<file path="src/sv/assert_macros.svh">
// Assertion macros used by the statistics table RTL
`ifndef ASSERT_MACROS_SVH
`define ASSERT_MACROS_SVH
// Check that an antecedent implies a consequent in the same cycle
`define CHK_SAME(label, clk, rst_n, ante, cons, msg) \
	label: assert property (@(posedge clk) disable iff (!rst_n) (ante) |-> (cons)) \
		else $error(msg);
// Check that an antecedent implies a consequent in the next cycle
`define CHK_NEXT(label, clk, rst_n, ante, cons, msg) \
	label: assert property (@(posedge clk) disable iff (!rst_n) (ante) |=> (cons)) \
		else $error(msg);
`endif

</file>
<file path="src/sv/klst_pkg.sv">
// Types and constants of the keyed latency statistics table
package klst_pkg;
	localparam int unsigned LEVELS = 4;
	localparam int TABLE_DEPTH = 64;
	localparam logic [31:0] RAW_CAP = 32'd655294464;
	localparam logic [29:0] LOWEST_INIT = 30'd655294464;
	localparam logic [13:0] TALLY_CAP = 14'd9999;

	localparam logic OP_RECORD = 1'b0;
	localparam logic OP_READ = 1'b1;

	typedef enum logic [3:0] {
		ST_IDLE,
		ST_SEARCH,
		ST_CHECK,
		ST_LOAD,
		ST_CAP,
		ST_DIV,
		ST_WRITE,
		ST_NEXT,
		ST_TRIM,
		ST_RD_ADDR,
		ST_RD_DATA,
		ST_OUT
	} state_t;

	// Divider handshake
	typedef struct packed {
		logic start;
	} div_ctl_t;
	typedef struct packed {
		logic busy;
		logic done;
	} div_sts_t;
endpackage

</file>
<file path="src/sv/klst_div.sv">
// Restoring divider: 33-bit dividend by 14-bit divisor, one quotient bit per cycle
module klst_div (
	input  logic                 clk,
	input  logic                 arst_n,
	input  klst_pkg::div_ctl_t   ctl,
	input  logic [32:0]          dividend,
	input  logic [13:0]          divisor,
	output klst_pkg::div_sts_t   sts,
	output logic [32:0]          quotient
);
	logic [32:0] quo_q;
	logic [14:0] rem_q;
	logic [5:0]  cnt_q;
	logic        busy_q;
	logic        done_q;
	logic [14:0] trial;
	logic        fit;

	// Shift in the next dividend bit and try a subtraction
	always_comb begin
		trial = {rem_q[13:0], quo_q[32]};
		fit = trial >= {1'b0, divisor};
	end

	always_ff @(posedge clk or negedge arst_n) begin
		if (!arst_n) begin
			busy_q <= 1'b0;
			done_q <= 1'b0;
			cnt_q <= '0;
		end else begin
			done_q <= 1'b0;
			if (ctl.start) begin
				busy_q <= 1'b1;
				cnt_q <= 6'd33;
			end else if (busy_q) begin
				cnt_q <= cnt_q - 6'd1;
				if (cnt_q == 6'd1) begin
					busy_q <= 1'b0;
					done_q <= 1'b1;
				end
			end
		end
	end

	// Datapath
	always_ff @(posedge clk) begin
		if (ctl.start) begin
			quo_q <= dividend;
			rem_q <= '0;
		end else if (busy_q) begin
			rem_q <= fit ? (trial - {1'b0, divisor}) : trial;
			quo_q <= {quo_q[31:0], fit};
		end
	end

	assign sts.busy = busy_q;
	assign sts.done = done_q;
	assign quotient = quo_q;
endmodule

</file>
<file path="config.mk">
export PLATFORM = sky130hd
export DESIGN_NAME = klst_div
export DESIGN_NICKNAME = d
export VERILOG_FILES = /design/src/sv/assert_macros.svh /design/src/sv/klst_pkg.sv /design/src/sv/klst_div.sv
export SDC_FILE = /design/constraint.sdc
export NUM_CORES = 1
export LEC_CHECK = 0
export ABC_AREA = 1
export BUFFER_PORTS_ARGS = -buffer_cell sky130_fd_sc_hd__buf_2
export CAP_MARGIN = 20
export CORE_ASPECT_RATIO = 1.2
export CORE_MARGIN = 2
export CORE_UTILIZATION = 58
export CTS_CLUSTER_DIAMETER = 80
export DETAILED_ROUTE_END_ITERATION = 10
export GPL_TIMING_DRIVEN = 0
export PLACE_DENSITY_LB_ADDON = 0.2
export SYNTH_ARGS = -nofsm -noshare
export SYNTH_HDL_FRONTEND = slang
export SYNTH_SLANG_ARGS = --single-unit
</file>
<file path="constraint.sdc">
create_clock -name clk -period 2.7 [get_ports clk]
set_input_delay 0.135 -clock clk [delete_from_list [all_inputs] [get_ports clk]]
set_output_delay 0.135 -clock clk [all_outputs]
set_load 0.05 [all_outputs]
</file>
==> impl_metrics.ini <==
[place]
dpl.hpwl_um = 6290
place_congestion = 0.891
io_buffers = 83

[power]
p_seq_frac = 0.346
combinationalPowerShare = 0.515
leakagePower_nw = 2.30
swShare = 0.450
power.internal_mw = 1.89
peakVddDrop_mv = 0.445
clkPwrFrac = 0.139
power.density_nw_per_um2 = 817
totalPowerFinal_mw = 3.44
p_sw_mw = 1.55

[cts]
post-cts-setup-buffers = 0
clk_latency_ns = 0.30
htreeDepth = 2
cts.sinks = 55
cts-root-buf = clkbuf_8
clockBufferDepth = 2
clkTransAtPathRegs_ns = 0.10
cts_tree = done
numCtsBuffers = 5
cts_resized = 0

[critical_path]
critPathSlowestCell = dfxtp_1
start_kind = flip-flop
reg2regPathDepth = 12
cp_data_required_time_ns = 2.89
cp.arrival_ns = 2.13
critPathCaptureType = flip-flop
criticalPathCategory = reg2reg
cpMostUsedCell = nand2_1
slowest_delay_ns = 0.35
path_cells = ha_1 > nand2_1 > inv_1 > nand2_1 > nor2_1 > nand2_1 > nand2_1 > nor2_4 > buf_6 > nand3_1 > nand3_2 > o21ai_2
critPathMaxFanout = 10
crit_buf_inv = 2
crit_family = simple AND/OR/NAND/NOR gates
r2r_start = rem_q[5]
r2r-end = rem_q[4]
regToRegSetupSlack_ns = 0.76

[yosys]
ys_top_cells_by_area = edfxtp_1, nand2_1, dfxtp_1
netlist.area_leader.share = 0.278
synth_seq_cells = 55
synth_area_um2 = 3560
netlist_instances = 473
synth.largest_area_cell = edfxtp_1
yosysUniqueCellTypes = 36
syn_avg_cell_area_um2 = 7.52
yosysWarnings = 0
synth_fp_nets = 540
yosysSeqAreaShare = 0.414

[cells_and_area]
area_delta_synth_final_pct = 18.3
fillers = 535
nets = 632
fin_util = 0.705
antenna_cells = 0
drive_gt1_frac = 0.246

[worst_hold_path]
holdPathEnd = quotient[15]
min_path_type = in2reg
worstHoldPathCells = 3
worstHoldStart = dividend[15]

[sta]
worst_pin_slew_ns = 0.727
tns_ns = 0
hold_violations = 0
rsz0062_at_grt = no
whs_ns = 0.0917
slew_headroom = 0.515
finalCritPeriodShare = 0.718
slew_viol_final = 0
fin_crit_ns = 1.94
finalSetupViolations = 0
fmax_mhz = 516
skew_ns = 0.0109

[global_routing]
grt_usage = 0.247
grt_pass1_vias = 3034
grt_max_degree = 24
antenna_found_initial = 0
grt_pass1_wl_um = 13200
gr-total-overflow = 0

[status]
status = complete, no violations

[detailed_routing]
m1WireLength_um = 3260
detail_route.wl_per_cell_um = 12.1
antenna_left = 0
wl_met3_um = 444
totalWireLength_um = 7850
met2_length_um = 4070
top_layer = met4
drtIter0Drc = 124
drc = 0
viasPerCell = 4.94
num_vias = 3201
first_pass_iters = 6

[job]
maxCapViolations = 0

[floorplanning]
fp.dieH_um = 89.8
core_area_um2 = 5970
ios = 85
die-area_um2 = 6780
fp.dieW_um = 75.5
start_util = 0.596
row_count = 31
## synth_stat cells, drive strengths merged
cell type,count
nand2,204
inv,70
nand3,41
edfxtp,33
nor2,23
ha,16
dfxtp,14
a21oi,11
o21ai,10
clkbuf,8
dfrtp,8
buf,7
nand3b,7
nand4,5
nor3,4
xnor2,3
and2,2
xor2,2
a31oi,1
fa,1
o21bai,1
o22ai,1
or2,1
## layout by cell type (no fill, tap or decap), types with 10 or more instances in the layout
cell type    n
a21oi_1     10
nand2_1    191
nand3_1     32
dfxtp_1     14
ha_1        16
nand2_2     11
buf_2       84
inv_1       63
nor2_1      15
edfxtp_1    33
## cells by family (layout without fill, tap and decap cells)
family	count (synthesis)	count (layout)	synth area share
AND/OR/NAND/NOR	287	287	0.371
buffers and inverters	85	178	0.101
flip-flops	55	55	0.414
AO/OA/AOI/OAI	24	24	0.0404
adder cells (fa/ha/maj)	17	17	0.0619
XOR/XNOR	5	5	0.0123
## stage by stage
step                setup WS [ns]  instance area, um2  std cells
finish                      0.761                4210        648
global route                0.629                4210        648
CTS                         0.779                4210        648
detailed placement          0.802                4100        639
global placement            0.519                4080        638
floorplan                   0.641                3560        473
## tightest hold or removal path: cells and delay by family
| kind | cells | cell delay [ns] |
|---|---|---|
| and+or+nand+nor | 2 | 0.09 |
| buffers and inverters | 1 | 0.07 |
## power groups by stage
stage | logic, mW | clock network, mW | registers, mW
2_1_floorplan | 1.13 | 0 | 1.45
3_3_place_gp | 1.72 | 0 | 1.20
3_5_place_dp | 1.76 | 0 | 1.20
4_1_cts | 1.77 | 0.484 | 1.19
5_1_grt | 1.95 | 0.523 | 1.21
6_report | 1.77 | 0.479 | 1.19
## sequential cells by signal (all words and copies together), names as in the netlist
register / cells
done_q: 1
busy_q: 1
cnt_q: 6
rem_q: 14
quotient: 33
## how the worst max path moves through the flow
stage | end | slack, ns | cells after the start | start
after CTS | rem_q[4] | 0.78 | 12 | rem_q[5]
after floorplan | rem_q[4] | 0.64 | 10 | quotient[32]
after detailed placement | rem_q[12] | 0.80 | 11 | quotient[32]
after global placement | quotient[14] | 0.52 | 3 | ctl
final | rem_q[4] | 0.76 | 12 | rem_q[5]
after global routing | rem_q[4] | 0.63 | 12 | rem_q[5]
## layer usage
layer,track usage,vias up
met4,0.0614,0
met5,0,-
met3,0.0583,6
met1,0.301,1438
li1,-,1665
met2,0.429,92
## area by class of cell
| class | count | area (um2) | area share |
|---|---|---|---|
| Multi-Input combinational cell | 333 | 1730 | 0.411 |
| Sequential cell | 55 | 1470 | 0.350 |
| Timing Repair Buffer | 85 | 453 | 0.108 |
| Inverter | 70 | 263 | 0.0624 |
| Tap cell | 82 | 103 | 0.0244 |
| Buffer | 15 | 96.3 | 0.0229 |
| Clock buffer | 7 | 86.3 | 0.0205 |
| Clock inverter | 1 | 8.76 | 0.00208 |
## what timing repair did
item,CTS,global route
hold buffers,1,0
endpoints found under the hold margin,8,0
setup endpoints to repair,0,0
(Power assumes the default switching activity.)
